==> src/hdl/assert_macros.svh <==
// Assertion macros shared by the list engine modules.
// Included by files that carry concurrent checks; no other dependencies.
`ifndef ASSERT_MACROS_SVH
`define ASSERT_MACROS_SVH
`ifndef SYNTHESIS
`define CLE_ASSERT(lbl, clk, rstn, prop) \
  lbl: assert property (@(posedge clk) disable iff (!rstn) prop) \
    else $error("list engine check failed");
`define CLE_ASSERT_IMP(lbl, clk, rstn, pre, post) \
  lbl: assert property (@(posedge clk) disable iff (!rstn) (pre) |-> (post)) \
    else $error("list engine check failed");
`else
`define CLE_ASSERT(lbl, clk, rstn, prop)
`define CLE_ASSERT_IMP(lbl, clk, rstn, pre, post)
`endif
`endif

==> src/hdl/cle_pkg.sv <==
// Shared opcodes, defaults and controller/datapath handshake types.
// No dependencies.
`default_nettype none
package cle_pkg;
  localparam int CLE_POOL_NODES = 256;
  localparam int CLE_DATA_BITS  = 32;

  localparam logic [3:0] OP_INS_FIRST  = 4'd0;
  localparam logic [3:0] OP_INS_LAST   = 4'd1;
  localparam logic [3:0] OP_INS_AFTER  = 4'd2;
  localparam logic [3:0] OP_INS_BEFORE = 4'd3;
  localparam logic [3:0] OP_DEL_FIRST  = 4'd4;
  localparam logic [3:0] OP_DEL_LAST   = 4'd5;
  localparam logic [3:0] OP_DEL_AFTER  = 4'd6;
  localparam logic [3:0] OP_DEL_BEFORE = 4'd7;
  localparam logic [3:0] OP_FIRST      = 4'd8;
  localparam logic [3:0] OP_LAST       = 4'd9;
  localparam logic [3:0] OP_NEXT       = 4'd10;
  localparam logic [3:0] OP_PREV       = 4'd11;
  localparam logic [3:0] OP_SET_VALUE  = 4'd12;
  localparam logic [3:0] OP_CLEAR      = 4'd13;

  typedef struct packed {
    logic take;
    logic alloc_fresh;
    logic alloc_pop;
    logic alloc_cap;
    logic mark_full;
    logic rd_a;
    logic cap_a;
    logic rd_b;
    logic cap_b;
    logic wr1;
    logic wr2;
    logic rd_head;
    logic rd_tail;
    logic rd_cur;
    logic load;
  } cle_cmd_t;

  typedef struct packed {
    logic [3:0] op;
    logic       cur_nil;
    logic       head_nil;
    logic       tail_nil;
    logic       fresh_avail;
    logic       stack_avail;
    logic       ptr_nil;
    logic       out_busy;
  } cle_stat_t;
endpackage
`default_nettype wire

==> src/hdl/cle_ctrl.sv <==
// Sequencing state machine of the list engine.
// Depends on cle_pkg and assert_macros.svh.
`default_nettype none
`include "assert_macros.svh"
module cle_ctrl import cle_pkg::*; (
  input  wire logic      clk_i,
  input  wire logic      rst_ni,
  input  wire logic      in_valid_i,
  output logic           in_ready_o,
  input  wire cle_stat_t stat_i,
  output cle_cmd_t       cmd_o
);
  localparam logic [3:0] S_IDLE   = 4'd0;
  localparam logic [3:0] S_START  = 4'd1;
  localparam logic [3:0] S_ALLOCW = 4'd2;
  localparam logic [3:0] S_RA     = 4'd3;
  localparam logic [3:0] S_RAW    = 4'd4;
  localparam logic [3:0] S_RB     = 4'd5;
  localparam logic [3:0] S_RBW    = 4'd6;
  localparam logic [3:0] S_WR1    = 4'd7;
  localparam logic [3:0] S_WR2    = 4'd8;
  localparam logic [3:0] S_QH     = 4'd9;
  localparam logic [3:0] S_QT     = 4'd10;
  localparam logic [3:0] S_QC     = 4'd11;
  localparam logic [3:0] S_LOAD   = 4'd12;

  logic [3:0] state_q, state_d;
  logic       need_cur, skip, is_alloc, need_ra, two_reads;

  always_comb begin
    need_cur = (stat_i.op == OP_INS_AFTER) || (stat_i.op == OP_INS_BEFORE) ||
               (stat_i.op == OP_DEL_AFTER) || (stat_i.op == OP_DEL_BEFORE) ||
               (stat_i.op == OP_NEXT) || (stat_i.op == OP_PREV) ||
               (stat_i.op == OP_SET_VALUE);
    skip = (need_cur && stat_i.cur_nil) ||
           ((stat_i.op == OP_DEL_FIRST) && stat_i.head_nil) ||
           ((stat_i.op == OP_DEL_LAST) && stat_i.tail_nil);
    is_alloc = (stat_i.op == OP_INS_FIRST) || (stat_i.op == OP_INS_LAST) ||
               (stat_i.op == OP_INS_AFTER) || (stat_i.op == OP_INS_BEFORE);
    two_reads = (stat_i.op == OP_DEL_AFTER) || (stat_i.op == OP_DEL_BEFORE);
    need_ra = (stat_i.op == OP_INS_AFTER) || (stat_i.op == OP_INS_BEFORE) ||
              (stat_i.op == OP_DEL_FIRST) || (stat_i.op == OP_DEL_LAST) ||
              two_reads || (stat_i.op == OP_NEXT) || (stat_i.op == OP_PREV);
  end

  always_comb begin
    cmd_o      = '0;
    state_d    = state_q;
    in_ready_o = 1'b0;
    case (state_q)
      S_IDLE: begin
        in_ready_o = 1'b1;
        if (in_valid_i) begin
          cmd_o.take = 1'b1;
          state_d    = S_START;
        end
      end
      S_START: begin
        if (skip) begin
          state_d = S_QH;
        end else if (is_alloc) begin
          if (stat_i.fresh_avail) begin
            cmd_o.alloc_fresh = 1'b1;
            state_d = need_ra ? S_RA : S_WR1;
          end else if (stat_i.stack_avail) begin
            cmd_o.alloc_pop = 1'b1;
            state_d = S_ALLOCW;
          end else begin
            cmd_o.mark_full = 1'b1;
            state_d = S_QH;
          end
        end else begin
          state_d = need_ra ? S_RA : S_WR1;
        end
      end
      S_ALLOCW: begin
        cmd_o.alloc_cap = 1'b1;
        state_d = need_ra ? S_RA : S_WR1;
      end
      S_RA: begin
        cmd_o.rd_a = 1'b1;
        state_d = S_RAW;
      end
      S_RAW: begin
        cmd_o.cap_a = 1'b1;
        if (two_reads) begin
          state_d = stat_i.ptr_nil ? S_QH : S_RB;
        end else begin
          state_d = S_WR1;
        end
      end
      S_RB: begin
        cmd_o.rd_b = 1'b1;
        state_d = S_RBW;
      end
      S_RBW: begin
        cmd_o.cap_b = 1'b1;
        state_d = S_WR1;
      end
      S_WR1: begin
        cmd_o.wr1 = 1'b1;
        state_d = S_WR2;
      end
      S_WR2: begin
        cmd_o.wr2 = 1'b1;
        state_d = S_QH;
      end
      S_QH: begin
        cmd_o.rd_head = 1'b1;
        state_d = S_QT;
      end
      S_QT: begin
        cmd_o.rd_tail = 1'b1;
        state_d = S_QC;
      end
      S_QC: begin
        cmd_o.rd_cur = 1'b1;
        state_d = S_LOAD;
      end
      S_LOAD: begin
        if (!stat_i.out_busy) begin
          cmd_o.load = 1'b1;
          state_d = S_IDLE;
        end
      end
      default: begin
        state_d = S_IDLE;
      end
    endcase
  end

  always_ff @(posedge clk_i or negedge rst_ni) begin
    if (!rst_ni) begin
      state_q <= S_IDLE;
    end else begin
      state_q <= state_d;
    end
  end

  `CLE_ASSERT(a_take_starts, clk_i, rst_ni, cmd_o.take |=> (state_q == S_START))
  `CLE_ASSERT_IMP(a_load_free, clk_i, rst_ni, cmd_o.load, !stat_i.out_busy)
  `CLE_ASSERT_IMP(a_full_empty, clk_i, rst_ni, cmd_o.mark_full, !stat_i.fresh_avail)
endmodule
`default_nettype wire

==> config.mk <==
export PLATFORM = sky130hd
export DESIGN_NAME = cle_ctrl
export DESIGN_NICKNAME = d
export VERILOG_FILES = /design/src/hdl/cle_pkg.sv /design/src/hdl/cle_ctrl.sv
export VERILOG_INCLUDE_DIRS = /design/src /design/src/hdl
export SDC_FILE = /design/constraint.sdc
export NUM_CORES = 1
export LEC_CHECK = 0
export ABC_CLOCK_PERIOD_IN_PS = 2700
export BUFFER_PORTS_ARGS = -buffer_cell sky130_fd_sc_hd__buf_2
export CORE_AREA = 2 2 39 41
export CTS_CLUSTER_DIAMETER = 60
export DETAILED_ROUTE_END_ITERATION = 10
export DIE_AREA = 0 0 41 43
export GPL_ROUTABILITY_DRIVEN = 0
export HOLD_SLACK_MARGIN = 0.06
export PLACE_DENSITY_LB_ADDON = 0.2
export SLEW_MARGIN = 0
export SYNTH_ARGS = -nofsm -noshare
export SYNTH_HDL_FRONTEND = slang
export SYNTH_SLANG_ARGS = --single-unit
==> constraint.sdc <==
create_clock -name clk_i -period 2.7 [get_ports clk_i]
set_input_delay 0.675 -clock clk_i [delete_from_list [all_inputs] [get_ports clk_i]]
set_output_delay 0.675 -clock clk_i [all_outputs]
set_load 0.01 [all_outputs]
==> impl_metrics.json <==
{
  "synth_warnings": 0,
  "cts_root_buf": "clkbuf_4",
  "die_area_um2": 1763,
  "cts_sinks": 4,
  "cts_hold_repair.buffers": 0,
  "timing.max_slew.rel_slack_pct": 71.63,
  "timing.setup.tns_ps": 0,
  "outcome": "completed",
  "biggestRegsByFlops": "state_q: 4 flops",
  "endpoint_of_the_lowest_slack_register_to_register_path": "state_q[1]$_DFFE_PN0P_",
  "drt_wl_total_mm": 1.498,
  "final_max_slew_viol_count": 0,
  "via_count_of_the_first_global_routing_pass": 578,
  "post_drt_via_cell_ratio": 5.516,
  "tritoncts": "done",
  "chipWidth_um": 41,
  "syn_avg_cell_area_um2": 7.175,
  "ff2ff_path_depth": 4,
  "vdd.ir_drop.worst_mv": 0.4295,
  "unrepaired_setup_endpoints_after_global_routing": "no",
  "postRouteAntennaNets": 0,
  "worstPathArrival_ps": 1830,
  "worst_setup_path_start_kind": "register",
  "numCtsBuffers": 3,
  "drive_gt1_share_pct": 40.91,
  "fin_ws_ps": 199.3,
  "achievable-frequency_mhz": 399.9,
  "p_leak_uw": 0.0003763,
  "synth_seq_cells": 4,
  "drv_cap": 0,
  "endpoint_kind": "primary output",
  "clkTransAtPathRegs_ps": 40,
  "antenna_violations_before_repair": 0,
  "detail_route.iter0.violations": 10,
  "row_count": 14,
  "top_register": "state_q",
  "most_common_library_cell_in_the_layout_ignoring_fill_and_taps": "buf_2",
  "number_of_buffers_added_on_ports": 29,
  "gr-usage-all-layers_pct": 20.26,
  "worst_path_largest_cell_delay_ps": 570,
  "r2r-start": "state_q[1]$_DFFE_PN0P_",
  "setup.reg_to_reg.worst_slack_ps": 1180,
  "areaGrowthSynthToFinish_pct": 34.22,
  "cts_setup_buffers": 0,
  "multi_input_gate_area_um2": 427.9,
  "detail_route.first_pass.iterations": 4,
  "synth_seq_area_share_pct": 17.66,
  "worst-path-max-fanout": 4,
  "vias": 695,
  "fillerInstances": 149,
  "post_synth_num_cell_types": 35,
  "largest_net_degree_at_the_start_of_global_routing": 16,
  "detail_placement_hpwl_mm": 1.154,
  "final-hold-violation-count": 0,
  "largest_register_ff_count": 4,
  "dp_slack_ps": 249.5,
  "most_used_cells_in_the_layout_excluding_fill_and_tap_cells": "buf_2, nor2_1, nand2_1",
  "layout.nets": 126,
  "path_cells": "or4b_4 > a31oi_4 > nand2_4 > nor4b_4 > buf_2",
  "clock_insertion_delay_worst_skew_ps": 240,
  "tightest_slew_ps": 421.6,
  "cp.required_ps": 2030,
  "power_density_nw_per_um2": 921.4,
  "min_period_over_period_pct": 92.62,
  "antennaDiodeCount": 0,
  "mappedNetlistNets": 93,
  "syn_area_um2": 566.8,
  "timing.setup.critical_path_class": "register to primary output",
  "final.setup_skew_ps": 5.559,
  "floorplan.die.height_um": 43,
  "num_io_pins": 30,
  "grt.overflow.total": 0,
  "number_of_buffers_on_the_longest_clock_path": 2,
  "min_period_ps": 2501,
  "initial_core_util_pct": 40.96,
  "grt_pass1_wl_mm": 2.421,
  "detail_route.drc_violations": 0,
  "netlist_instances": 79,
  "critPathCapture": "cmd_o[13]",
  "routedWlPerCell_um": 11.89,
  "cts.repair.resized": 0,
  "number_of_h_tree_levels": 1,
  "regArea_um2": 100.1,
  "timing.critical_path.from": "state_q[1]$_DFFE_PN0P_",
  "worstHoldPathType": "primary input to asynchronous set/reset pin",
  "finalSetupViolCount": 0,
  "critical-path-slowest-cell": "or4b_4",
  "core_area_um2": 1384
}
==> critical path, delay by kind of cell, from the launching register on <==
kind,cells,cell delay (ps)
DFF,1,370
buffers and inverters,1,160
AOI/OAI and AO/OA,1,200
and+or+nand+nor,3,870
==> metrics by stage <==
step / utilization (%) / hold WS, ps / power (uW) / instances / cell area (um2)
after floorplan: - / 379.4 / 477.3 / 79 / 566.8
after CTS: 54.97 / 231.1 / 701.3 / 126 / 760.7
final: 54.97 / 230.9 / 700.9 / 126 / 760.7
after detailed placement: 53.35 / 484.7 / 620.4 / 123 / 738.2
after global routing: 54.97 / 233.6 / 773.6 / 126 / 760.7
after global placement: 53.35 / 478.6 / 619.9 / 123 / 738.2
==> cell usage after synthesis, drive strengths merged <==
library cell	instances	area, um2
o21ai	6	33.78
nor3	5	25.02
clkbuf	3	11.26
o211ai	1	12.51
a21oi	4	20.02
nand3	1	5.000
buf	3	20.01
a21boi	2	15.01
a31oi	1	21.27
nor2b	2	12.51
o22ai	2	12.51
or4b	1	13.76
and3	1	6.260
inv	2	7.510
nor4	2	12.51
o221ai	1	8.760
or2b	1	7.510
mux2i	1	10.01
o21a	1	7.510
a221oi	1	8.760
dfrtp	4	100.1
nand2	9	41.29
or4	1	7.510
a211oi	1	7.510
or2	1	6.260
and4bb	1	12.51
mux2	1	11.26
nand2b	3	18.77
nor2	14	52.55
a22oi	1	7.510
nor4b	1	23.77
and2	1	6.260
==> layer usage <==
metal  vias up  wire length (um)  global-route usage (%)
met2        32               704                   31.56
met4         0                29                   8.000
met1       312               659                   25.41
met5         -                 0                       0
met3         4               105                   5.236
li1        347                 -                       -
==> final cells by class <==
type,instances,area share (%)
multi-input cells,67,56.25
flip-flops and latches,4,13.16
well taps,16,2.632
repair buffers,34,24.01
clock buffers,3,2.961
inverters,2,0.9868
==> worst min path at each step <==
stage                        endpoint    from  slack, ps
6_report       state_q[3]$_DFFE_PN0P_  rst_ni        230
4_1_cts        state_q[3]$_DFFE_PN0P_  rst_ni        230
3_3_place_gp   state_q[2]$_DFFE_PN0P_  rst_ni        480
5_1_grt        state_q[3]$_DFFE_PN0P_  rst_ni        230
3_5_place_dp   state_q[2]$_DFFE_PN0P_  rst_ni        480
2_1_floorplan  state_q[0]$_DFFE_PN0P_  rst_ni        380
==> power breakdown <==
part	switching [uW]	internal [uW]	total, uW	leakage, uW
combinational	302	214	516	0.000314
sequential	15.7	92.4	108	0.0000482
clock	27.1	49.9	77.0	0.0000138
==> kinds of logic after synthesis <==
logic type	count (synthesis)	synth area share (%)
buffers and inverters	8	6.842
AND/OR/NAND/NOR	44	44.37
flip-flops	4	17.66
multiplexers	2	3.753
AO/OA/AOI/OAI	21	27.37
Power figures use the tool's default switching activity.
